[src/rtl/calendar_date_add_days_top_defines.svh]
// Assertion macros shared by the calendar date adder RTL.
`ifndef CALENDAR_DATE_ADD_DAYS_TOP_DEFINES_SVH
`define CALENDAR_DATE_ADD_DAYS_TOP_DEFINES_SVH

// Same-cycle implication, checked on every clock edge out of reset.
`define CDA_ASSERT_NOW(label, ante, cons, msg) \
    label: assert property (@(posedge i_clk) disable iff (!i_rst_n) \
        (ante) |-> (cons)) else $error(msg);

// Next-cycle implication, checked on every clock edge out of reset.
`define CDA_ASSERT_NEXT(label, ante, cons, msg) \
    label: assert property (@(posedge i_clk) disable iff (!i_rst_n) \
        (ante) |=> (cons)) else $error(msg);

`endif

[src/rtl/cda_pkg.sv]
package cda_pkg;

    localparam int OFFSET_BITS = 18;

    typedef enum logic [1:0] {
        ST_OK        = 2'd0,
        ST_BAD_INPUT = 2'd1,
        ST_RANGE     = 2'd2
    } t_cda_status;

    typedef enum logic [1:0] {
        S_IDLE,
        S_CHECK,
        S_RUN
    } t_cda_state;

    typedef struct packed {
        logic [4:0]             start_day;
        logic [3:0]             start_month;
        logic [11:0]            start_year;
        logic [OFFSET_BITS-1:0] day_offset;
    } t_cda_in;

    typedef struct packed {
        logic [4:0]  result_day;
        logic [3:0]  result_month;
        logic [11:0] result_year;
        t_cda_status status;
    } t_cda_out;

    typedef struct packed {
        logic [4:0]  day;
        logic [3:0]  month;
        logic [11:0] year;
    } t_cda_date;

    localparam logic [11:0] YEAR_MIN  = 12'd1900;
    localparam logic [11:0] YEAR_MAX  = 12'd2100;
    localparam logic [3:0]  MONTH_JAN = 4'd1;
    localparam logic [3:0]  MONTH_FEB = 4'd2;
    localparam logic [3:0]  MONTH_DEC = 4'd12;
    localparam logic [4:0]  DAY_FIRST = 5'd1;
    localparam logic [4:0]  DAY_DEC31 = 5'd31;

    // Leap rule for years 1899..2101: the only century years there are
    // 1900, 2000 and 2100, and of those only 2000 is a multiple of 400.
    function automatic logic is_leap(input logic [11:0] year);
        return (year[1:0] == 2'b00) && (year != 12'd1900) && (year != 12'd2100);
    endfunction

    function automatic logic [4:0] month_len(input logic [3:0] month, input logic leap);
        logic [4:0] len;
        unique case (month)
            4'd1, 4'd3, 4'd5, 4'd7, 4'd8, 4'd10, 4'd12: len = 5'd31;
            4'd4, 4'd6, 4'd9, 4'd11:                    len = 5'd30;
            4'd2:                                       len = leap ? 5'd29 : 5'd28;
            default:                                    len = 5'd0;
        endcase
        return len;
    endfunction

endpackage

[src/rtl/cda_step.sv]
module cda_step (
    input  cda_pkg::t_cda_date i_date,
    input  logic               i_back,
    output cda_pkg::t_cda_date o_date
);
    import cda_pkg::*;

    logic       w_leap;
    logic [4:0] w_len;
    logic [3:0] w_prev_month;

    assign w_leap       = is_leap(i_date.year);
    assign w_len        = month_len(i_date.month, w_leap);
    assign w_prev_month = i_date.month - 4'd1;

    always_comb begin
        o_date = i_date;
        if (!i_back) begin
            // advance one day, carry into month and year
            if (i_date.day >= w_len) begin
                o_date.day = DAY_FIRST;
                if (i_date.month == MONTH_DEC) begin
                    o_date.month = MONTH_JAN;
                    o_date.year  = i_date.year + 12'd1;
                end else begin
                    o_date.month = i_date.month + 4'd1;
                end
            end else begin
                o_date.day = i_date.day + 5'd1;
            end
        end else begin
            // go back one day, borrow from month and year
            if (i_date.day == DAY_FIRST) begin
                if (i_date.month == MONTH_JAN) begin
                    o_date.day   = DAY_DEC31;
                    o_date.month = MONTH_DEC;
                    o_date.year  = i_date.year - 12'd1;
                end else begin
                    o_date.day   = month_len(w_prev_month, w_leap);
                    o_date.month = w_prev_month;
                end
            end else begin
                o_date.day = i_date.day - 5'd1;
            end
        end
    end

endmodule

[src/rtl/calendar_date_add_days_top.sv]
// Adds a signed day offset to a Gregorian date (years 1900..2100). Pulse
// start while busy is low; the date and offset are taken at that edge and
// busy rises. A check state tests the date, then a one-day step unit walks
// the calendar one day per cycle. A result appears after |day_offset| steps,
// or earlier when the walk leaves 1900..2100 (then after at most about
// 73,500 day steps), or straight after the date check for an invalid date.
// Each result is shown for exactly one cycle with o_valid high and cannot be
// stalled; the receiver must take it in that cycle. Status 1 marks an invalid
// date, 2 a result year out of range; date fields read zero on error.
`include "calendar_date_add_days_top_defines.svh"

module calendar_date_add_days_top (
    input  logic              i_clk,
    input  logic              i_rst_n,
    input  logic              start,
    input  cda_pkg::t_cda_in  i_start_date,
    output logic              busy,
    output logic              o_valid,
    output cda_pkg::t_cda_out o_result
);
    import cda_pkg::*;

    t_cda_state             r_state, n_state;
    logic                   r_valid, n_valid;
    t_cda_out               r_out, n_out;
    t_cda_date              r_date, n_date;
    logic [OFFSET_BITS-1:0] r_count, n_count;
    logic                   r_back, n_back;

    t_cda_date              w_next;
    logic [4:0]             w_len;
    logic                   w_bad_date;
    logic                   w_year_out;

    logic                   w_err_strobe;
    logic                   w_ok_strobe;
    logic                   w_res_zero;
    logic                   w_res_in_range;

    cda_step u_step (
        .i_date (r_date),
        .i_back (r_back),
        .o_date (w_next)
    );

    assign w_len      = month_len(r_date.month, is_leap(r_date.year));
    assign w_year_out = (r_date.year < YEAR_MIN) || (r_date.year > YEAR_MAX);
    assign w_bad_date = w_year_out || (r_date.day == 5'd0) || (r_date.day > w_len)
                      || (r_date.month < MONTH_JAN) || (r_date.month > MONTH_DEC);

    always_ff @(posedge i_clk) begin
        if (!i_rst_n) begin
            r_state <= S_IDLE;
            r_valid <= 1'b0;
        end else begin
            r_state <= n_state;
            r_valid <= n_valid;
        end
    end

    always_ff @(posedge i_clk) begin
        r_out   <= n_out;
        r_date  <= n_date;
        r_count <= n_count;
        r_back  <= n_back;
    end

    always_comb begin
        n_state = r_state;
        n_valid = 1'b0;
        n_out   = r_out;
        n_date  = r_date;
        n_count = r_count;
        n_back  = r_back;
        unique case (r_state)
            S_IDLE: begin
                if (start) begin
                    n_date.day   = i_start_date.start_day;
                    n_date.month = i_start_date.start_month;
                    n_date.year  = i_start_date.start_year;
                    n_back       = i_start_date.day_offset[OFFSET_BITS-1];
                    // magnitude; the most negative offset maps to 2^(N-1)
                    n_count      = n_back ? (~i_start_date.day_offset + 1'b1)
                                          : i_start_date.day_offset;
                    n_state      = S_CHECK;
                end
            end
            S_CHECK: begin
                if (w_bad_date) begin
                    n_valid = 1'b1;
                    n_out   = '{5'd0, 4'd0, 12'd0, ST_BAD_INPUT};
                    n_state = S_IDLE;
                end else begin
                    n_state = S_RUN;
                end
            end
            S_RUN: begin
                // the walk is monotonic: once outside the range it stays out
                if (w_year_out) begin
                    n_valid = 1'b1;
                    n_out   = '{5'd0, 4'd0, 12'd0, ST_RANGE};
                    n_state = S_IDLE;
                end else if (r_count == '0) begin
                    n_valid = 1'b1;
                    n_out   = '{r_date.day, r_date.month, r_date.year, ST_OK};
                    n_state = S_IDLE;
                end else begin
                    n_date  = w_next;
                    n_count = r_count - 1'b1;
                end
            end
            default: begin
                n_state = S_IDLE;
            end
        endcase
    end

    assign busy     = (r_state != S_IDLE);
    assign o_valid  = r_valid;
    assign o_result = r_out;

    assign w_err_strobe   = o_valid && (o_result.status != ST_OK);
    assign w_ok_strobe    = o_valid && (o_result.status == ST_OK);
    assign w_res_zero     = (o_result.result_day == 5'd0) && (o_result.result_month == 4'd0)
                          && (o_result.result_year == 12'd0);
    assign w_res_in_range = (o_result.result_day != 5'd0)
                          && (o_result.result_month >= MONTH_JAN)
                          && (o_result.result_month <= MONTH_DEC)
                          && (o_result.result_year >= YEAR_MIN)
                          && (o_result.result_year <= YEAR_MAX);

    `CDA_ASSERT_NEXT(a_start_sets_busy, start && !busy, busy, "busy low after transfer")
    `CDA_ASSERT_NOW(a_err_zero, w_err_strobe, w_res_zero, "error result with nonzero date")
    `CDA_ASSERT_NOW(a_ok_in_range, w_ok_strobe, w_res_in_range, "ok result outside date range")
    `CDA_ASSERT_NEXT(a_result_frees, o_valid, !o_valid, "result strobe held past one cycle")
    `CDA_ASSERT_NOW(a_valid_idle, o_valid, !busy, "result shown while walk still running")

endmodule

[config.mk]
export PLATFORM = sky130hd
export DESIGN_NAME = calendar_date_add_days_top
export DESIGN_NICKNAME = d
export VERILOG_FILES = /design/src/rtl/cda_pkg.sv /design/src/rtl/cda_step.sv /design/src/rtl/calendar_date_add_days_top.sv
export VERILOG_INCLUDE_DIRS = /design/src /design/src/rtl
export SDC_FILE = /design/constraint.sdc
export NUM_CORES = 1
export LEC_CHECK = 0
export ABC_CLOCK_PERIOD_IN_PS = 7030
export BUFFER_PORTS_ARGS = -buffer_cell sky130_fd_sc_hd__clkbuf_2
export CAP_MARGIN = 25
export CORE_ASPECT_RATIO = 1.2
export CORE_MARGIN = 4
export CORE_UTILIZATION = 39
export CTS_CLUSTER_SIZE = 24
export DETAILED_ROUTE_END_ITERATION = 8
export PLACE_DENSITY = 0.61
export SLEW_MARGIN = 0
export SYNTH_ARGS = -nofsm -noshare
export SYNTH_HDL_FRONTEND = slang
export SYNTH_SLANG_ARGS = --single-unit
[constraint.sdc]
create_clock -name i_clk -period 7.03 [get_ports i_clk]
set_clock_uncertainty 0.15 [all_clocks]
set_input_delay 1.406 -clock i_clk [delete_from_list [all_inputs] [get_ports i_clk]]
set_output_delay 1.406 -clock i_clk [all_outputs]
set_load 0.02 [all_outputs]
# Yosys cells after proc, flatten, opt, wreduce, memory -nomap -nowiden
# Index checks and enable logic that the tools add are counted.
[totals]
word_cells = 122
rom_bits = 0
out_inout_bits = 25
ff_bits = 66
in_bits = 42
mem_count = 0
mem_bits_rw = 0
latchBits = 0
[op_classes]
mux = 34
div = 0
n_mul = 0
bitwise_logic = 1
shift = 0
n_lt_le_gt_ge = 6
add_sub_neg = 8
n_eq_ne = 38
n_reduce_logical = 24
[op_table]
columns = ["cell", "count"]
rows = [
  ["21-bit two-way mux", 4],
  ["18-bit two-way mux", 4],
  ["23-bit two-way mux", 3],
  ["23-bit case mux with 2 select lines", 1],
  ["21-bit case mux with 2 select lines", 1],
  ["4-bit equality test, second input constant", 10],
  ["18-bit case mux with 2 select lines", 1],
  ["4-bit by 3-bit equality test with 1-bit output, second input constant", 8],
  ["16-bit two-way mux", 2],
  ["5-bit case mux with 3 select lines", 2],
  ["12-bit two-way mux", 2],
  ["18-bit by 1-bit adder with 18-bit output, second input constant", 1],
  ["18-bit zero test", 1],
  ["18-bit NOT", 1],
  ["18-bit by 1-bit subtractor with 18-bit output, second input constant", 1],
  ["4-bit by 2-bit equality test with 1-bit output, second input constant", 4],
  ["7-bit OR reduction", 2],
  ["12-bit by 1-bit adder with 12-bit output, second input constant", 1],
  ["12-bit greater-than comparator, second input constant", 1],
  ["12-bit by 11-bit less-than comparator with 1-bit output, second input constant", 1],
  ["12-bit by 11-bit != test with 1-bit output, second input constant", 1],
  ["12-bit != test, second input constant", 1],
  ["3-bit by 2-bit != test with 1-bit output, second input constant", 4],
  ["12-bit by 1-bit subtractor with 12-bit output, second input constant", 1],
  ["32 further kinds", 53],
]

# Logic depth before layout (Yosys ltp)
[depth]
ltp_word = 11
mapped_depth = 14
ltp_nobuf = 14

# Modules after synthesis
# A second synthesis with hierarchy kept.
[hier_totals]
hier_cells = 516
area_unflattened_um2 = 5133.7
[by_module_without_submodules]
columns = ["module", "cells_each", "area_each_um2", "instances", "seq_area_each_um2"]
rows = [
  ["calendar_date_add_days_top", 300, 3628.5, 1, 1951.9],
  ["cda_step", 216, 1505.2, 1, 0.0],
]

# Worst setup path before layout
# No wires, ideal clock.
[synth_path]
path_type = "register to register"
startpoint = "register r_date[12] (netlist name)"
endpoint = "register r_out (netlist bit o_result[0]) (enable)"
stages_incl_launch_ff = 11
setup_ps = 411
path_buffers = 0
t_arrival_ps = 3529
synth_period_minus_slack_ps = 4090
slack_ps = 2940
t_required_ps = 6469
path_cell_list = "edfxtp_1 > ha_1 > mux2_2 > o21bai_1 > o21a_1 > a21boi_0 > ha_1 > and3_1 > a32oi_1 > nor3_1 > a21oi_1"
[synth_between]
elab_chain_len = 9
word_cells_on_any_way = 23
cone_classes = "order compare: 3; eq/ne: 13; mux: 1; reduce/logical: 6"
[synth_lines]
columns = ["item", "line_no", "source"]
rows = [
  ["from (decl)", "calendar_date_add_days_top.sv:26", "t_cda_date r_date, n_date;"],
  ["from (signal assigned)", "calendar_date_add_days_top.sv:63", "r_date <= n_date;"],
  ["4-bit by 2-bit equality test with 1-bit output, or another cell as far along", "cda_pkg.sv:53", "unique case (month)"],
  ["7-bit OR reduction or 4-bit OR reduction (tied branches)", "cda_pkg.sv:53", ""],
  ["5-bit case mux with 3 select lines", "cda_pkg.sv:53", ""],
  ["5-bit greater-than comparator", "calendar_date_add_days_top.sv:48", "assign w_bad_date = w_year_out || (r_date.day == 5'd0) || (r_date.day > w_len)"],
  ["1-bit logical OR", "calendar_date_add_days_top.sv:48", ""],
  ["1-bit logical OR", "calendar_date_add_days_top.sv:49", "|| (r_date.month < MONTH_JAN) || (r_date.month > MONTH_DEC);"],
  ["1-bit logical OR (*)", "calendar_date_add_days_top.sv:49", ""],
  ["2-bit != test (no line) (*)", "n/a", ""],
  ["3-bit AND reduction (no line) (*)", "n/a", ""],
  ["to (signal assigned)", "calendar_date_add_days_top.sv:62", "r_out <= n_out;"],
  ["to (decl)", "calendar_date_add_days_top.sv:25", "t_cda_out r_out, n_out;"],
]
# Mark *: on every way between the ends. The rest lies on a longest branch, timed or not.
# A chain may end at the register's enable or synchronous reset.

# Worst setup path after layout
[layout_path]
startpoint = "register r_date[12] (netlist name)"
endpoint = "register r_date[4] (netlist name) (enable)"
[layout_between]
elab_chain_len = 6
word_cells_on_any_way = 20
cone_classes = "order compare: 1; eq/ne: 15; mux: 1; reduce/logical: 3"
[layout_lines]
columns = ["item", "line_no", "source"]
rows = [
  ["4-bit by 2-bit equality test with 1-bit output, or another cell as far along", "cda_pkg.sv:53", ""],
  ["7-bit OR reduction or 4-bit OR reduction (tied branches)", "cda_pkg.sv:53", ""],
  ["5-bit case mux with 3 select lines", "cda_pkg.sv:53", ""],
  ["5-bit >= comparator", "cda_step.sv:20", "if (i_date.day >= w_len) begin"],
  ["3-bit by 2-bit != test with 1-bit output (no line)", "n/a", ""],
  ["8-bit AND reduction (no line) (*)", "n/a", ""],
]
# Marks and branches as above.

==> metrics <==
Crit path max-delay family simple AND/OR/NAND/NOR gates; GPL Wtd Cong 0.876; final slew viol count 0; Worst-Margin Slew 949 ps; Critical Path End Type flip-flop; status completed; Clock transition at path regs 50 ps; Final Hold Vio Count 0; total global-route track usage 0.161; Initial Utilization 0.404; post-DR vias/cell 5.45; LEAKAGE 2.11 nW; vias in the first global route 3765; max-cap viol count 0; Critical Path AT 4450 ps; post-route minimum period 4570 ps; Final Non-Filler Cells 706; post_cts resized 0; slowest cell delay on critical path 730 ps; Tcrit/Tclk final 0.650; HP Class reg2reg; post-synthesis average cell area 9.80 um^2; clock buffer depth 2; final setup vio count 0; worst path required time 6920 ps; critical path class reg2reg; synthesis-to-finish area growth 16.6%; Worst VDD drop 0.0906 mV; CP Launch Type flip-flop; Post-Syn Nets 554; Gate Count Post-Synth 481; placed cell count 689; die area 13900 um^2; Die Y 128 um; antenna violations before repair 0; core box area 11700 um^2; cts hold-fix bufs 0; Worst-Skew Late Latency 330 ps; Power per Cell Area 204 nW/um^2; Cell Area, Placed 5210 um^2; first-pass GRT wire length 17.7 mm; commonest non-fill, non-tap cell in the layout clkbuf_2; CTS tree yes; # diodes 0; crit-path cells inv_1 > ha_1 > nor3_1 > a21oi_1 > nor2_1 > o21a_1 > a21boi_0 > ha_1 > nand3_1 > o21ai_0 > nor2_1 > nor4_1 > nor2b_1 > buf_4; CTS root buffer clkbuf_16; register area share after synthesis 0.414; Pre-antenna DRT Iters 8; NumNets Final 617; IO Port Bufs 66; gr ovfl total 0; Ys Warns 0; flop and latch count out of synthesis 66; postcts setup bufs 0; crit path max fanout 8; fraction of layout cells with a size suffix above 1 0.189; Main synth FF type edfxtp_1; CTS buffer count 9; Rows 43; Post-DRT Antenna Nets 0; slowest CP cell nor4_1; Ports 67; Achievable Freq 219 MHz; drt initial violations 247; headroom to the max-slew limit 0.367; CTS sink count 66; design area 5500 um^2; via count 3851; Post-synth EDFFs 63; RSZ-0062 raised after global routing no; post-DP HPWL 8.26 mm; commonest non-fill, non-tap cells in the layout 66 x clkbuf_2, 63 x edfxtp_1, 39 x nor2_1; Mapped Area 4720 um^2; Synth cell types 61; total power 0.00112 W; Critical path buffers and inverters 2; final WL 10.8 mm; Remaining DRCs 0; WL per Instance 15.3 um; largest net degree at the start of global routing 50; Fin Setup TNS 0 ps; H-tree lvl count 3; ys async rst share 0; die width 108 um
final timing paths:
check	from	to	slack, ps	cells past startpoint
min reg2reg	r_state[1]$_SDFFE_PN0P_	r_state[1]$_SDFFE_PN0P_	400	2
max	r_date[12]$_DFFE_PP_	r_date[4]$_DFFE_PP_	2460	14
max reg2reg	r_date[12]$_DFFE_PP_	r_date[4]$_DFFE_PP_	2460	14
min	r_state[1]$_SDFFE_PN0P_	r_state[1]$_SDFFE_PN0P_	400	2
stage by stage:
step	setup slack, ps	util	hold slack, ps
2_1_floorplan	2940	-	363
3_3_place_gp	2420	0.446	404
3_5_place_dp	2150	0.446	409
4_1_cts	2130	0.470	410
5_1_grt	1920	0.471	426
6_report	2460	0.471	405
area by class of cell:
| cell class | count | area [um^2] |
|---|---|---|
| tap | 157 | 196 |
| timing repair buffer | 71 | 368 |
| inverter | 18 | 67.6 |
| clock inverter | 4 | 42.5 |
| fill | 1125 | 6180 |
| sequential | 66 | 1950 |
| multi-input combinational | 378 | 2630 |
| clock buffer | 12 | 236 |
layer usage:
layer,share of wire,vias to the layer above,track usage
met3,0.049,18,0.0226
met2,0.49,110,0.277
met5,0,-,0
met1,0.43,1807,0.196
met4,0.027,0,0.0825
li1,-,1916,-
cell usage after synthesis, types with 5 or more instances:
master | number | area (um^2)
xor2_1 | 18 | 158
nor3_1 | 21 | 105
and2_1 | 13 | 81.3
clkbuf_1 | 18 | 67.6
o21a_1 | 5 | 37.5
o21ai_0 | 27 | 135
nor2_1 | 40 | 150
mux2_2 | 9 | 101
ha_1 | 30 | 375
a21o_1 | 6 | 45.0
or3_1 | 7 | 43.8
nand2_1 | 32 | 120
nand2b_1 | 11 | 68.8
mux2i_1 | 6 | 60.1
a21oi_1 | 28 | 140
edfxtp_1 | 63 | 1890
nand3_1 | 8 | 40.0
o31ai_1 | 7 | 52.6
inv_1 | 18 | 67.6
nor2b_1 | 9 | 56.3
xnor2_1 | 27 | 236
registers in the layout, summed over array words and instances, names as in the netlist:
register  flops
r_count      18
r_back        1
o_result     23
o_valid       1
r_state       2
r_date       21
kinds of logic (layout without fill, tap and decap cells):
family / after synthesis / in the layout / share of synthesized area
compound gates: 113 / 113 / 0.158
xor+xnor: 45 / 45 / 0.0836
fa+ha+maj: 31 / 31 / 0.0838
buf+inv: 37 / 105 / 0.0294
flops: 66 / 66 / 0.414
mux: 15 / 15 / 0.0342
simple gates: 174 / 174 / 0.197
worst min-delay path, cell delays in order, from the launching register on:
cell and delay (ps):
dfxtp_1 320, mux2i_1 130, nor2b_1 60
report_power, final:
part           internal, W  switching (W)
clock network     0.000272       0.000158
logic            0.0000878       0.000114
registers         0.000464      0.0000262
(Power assumes the default switching activity.)
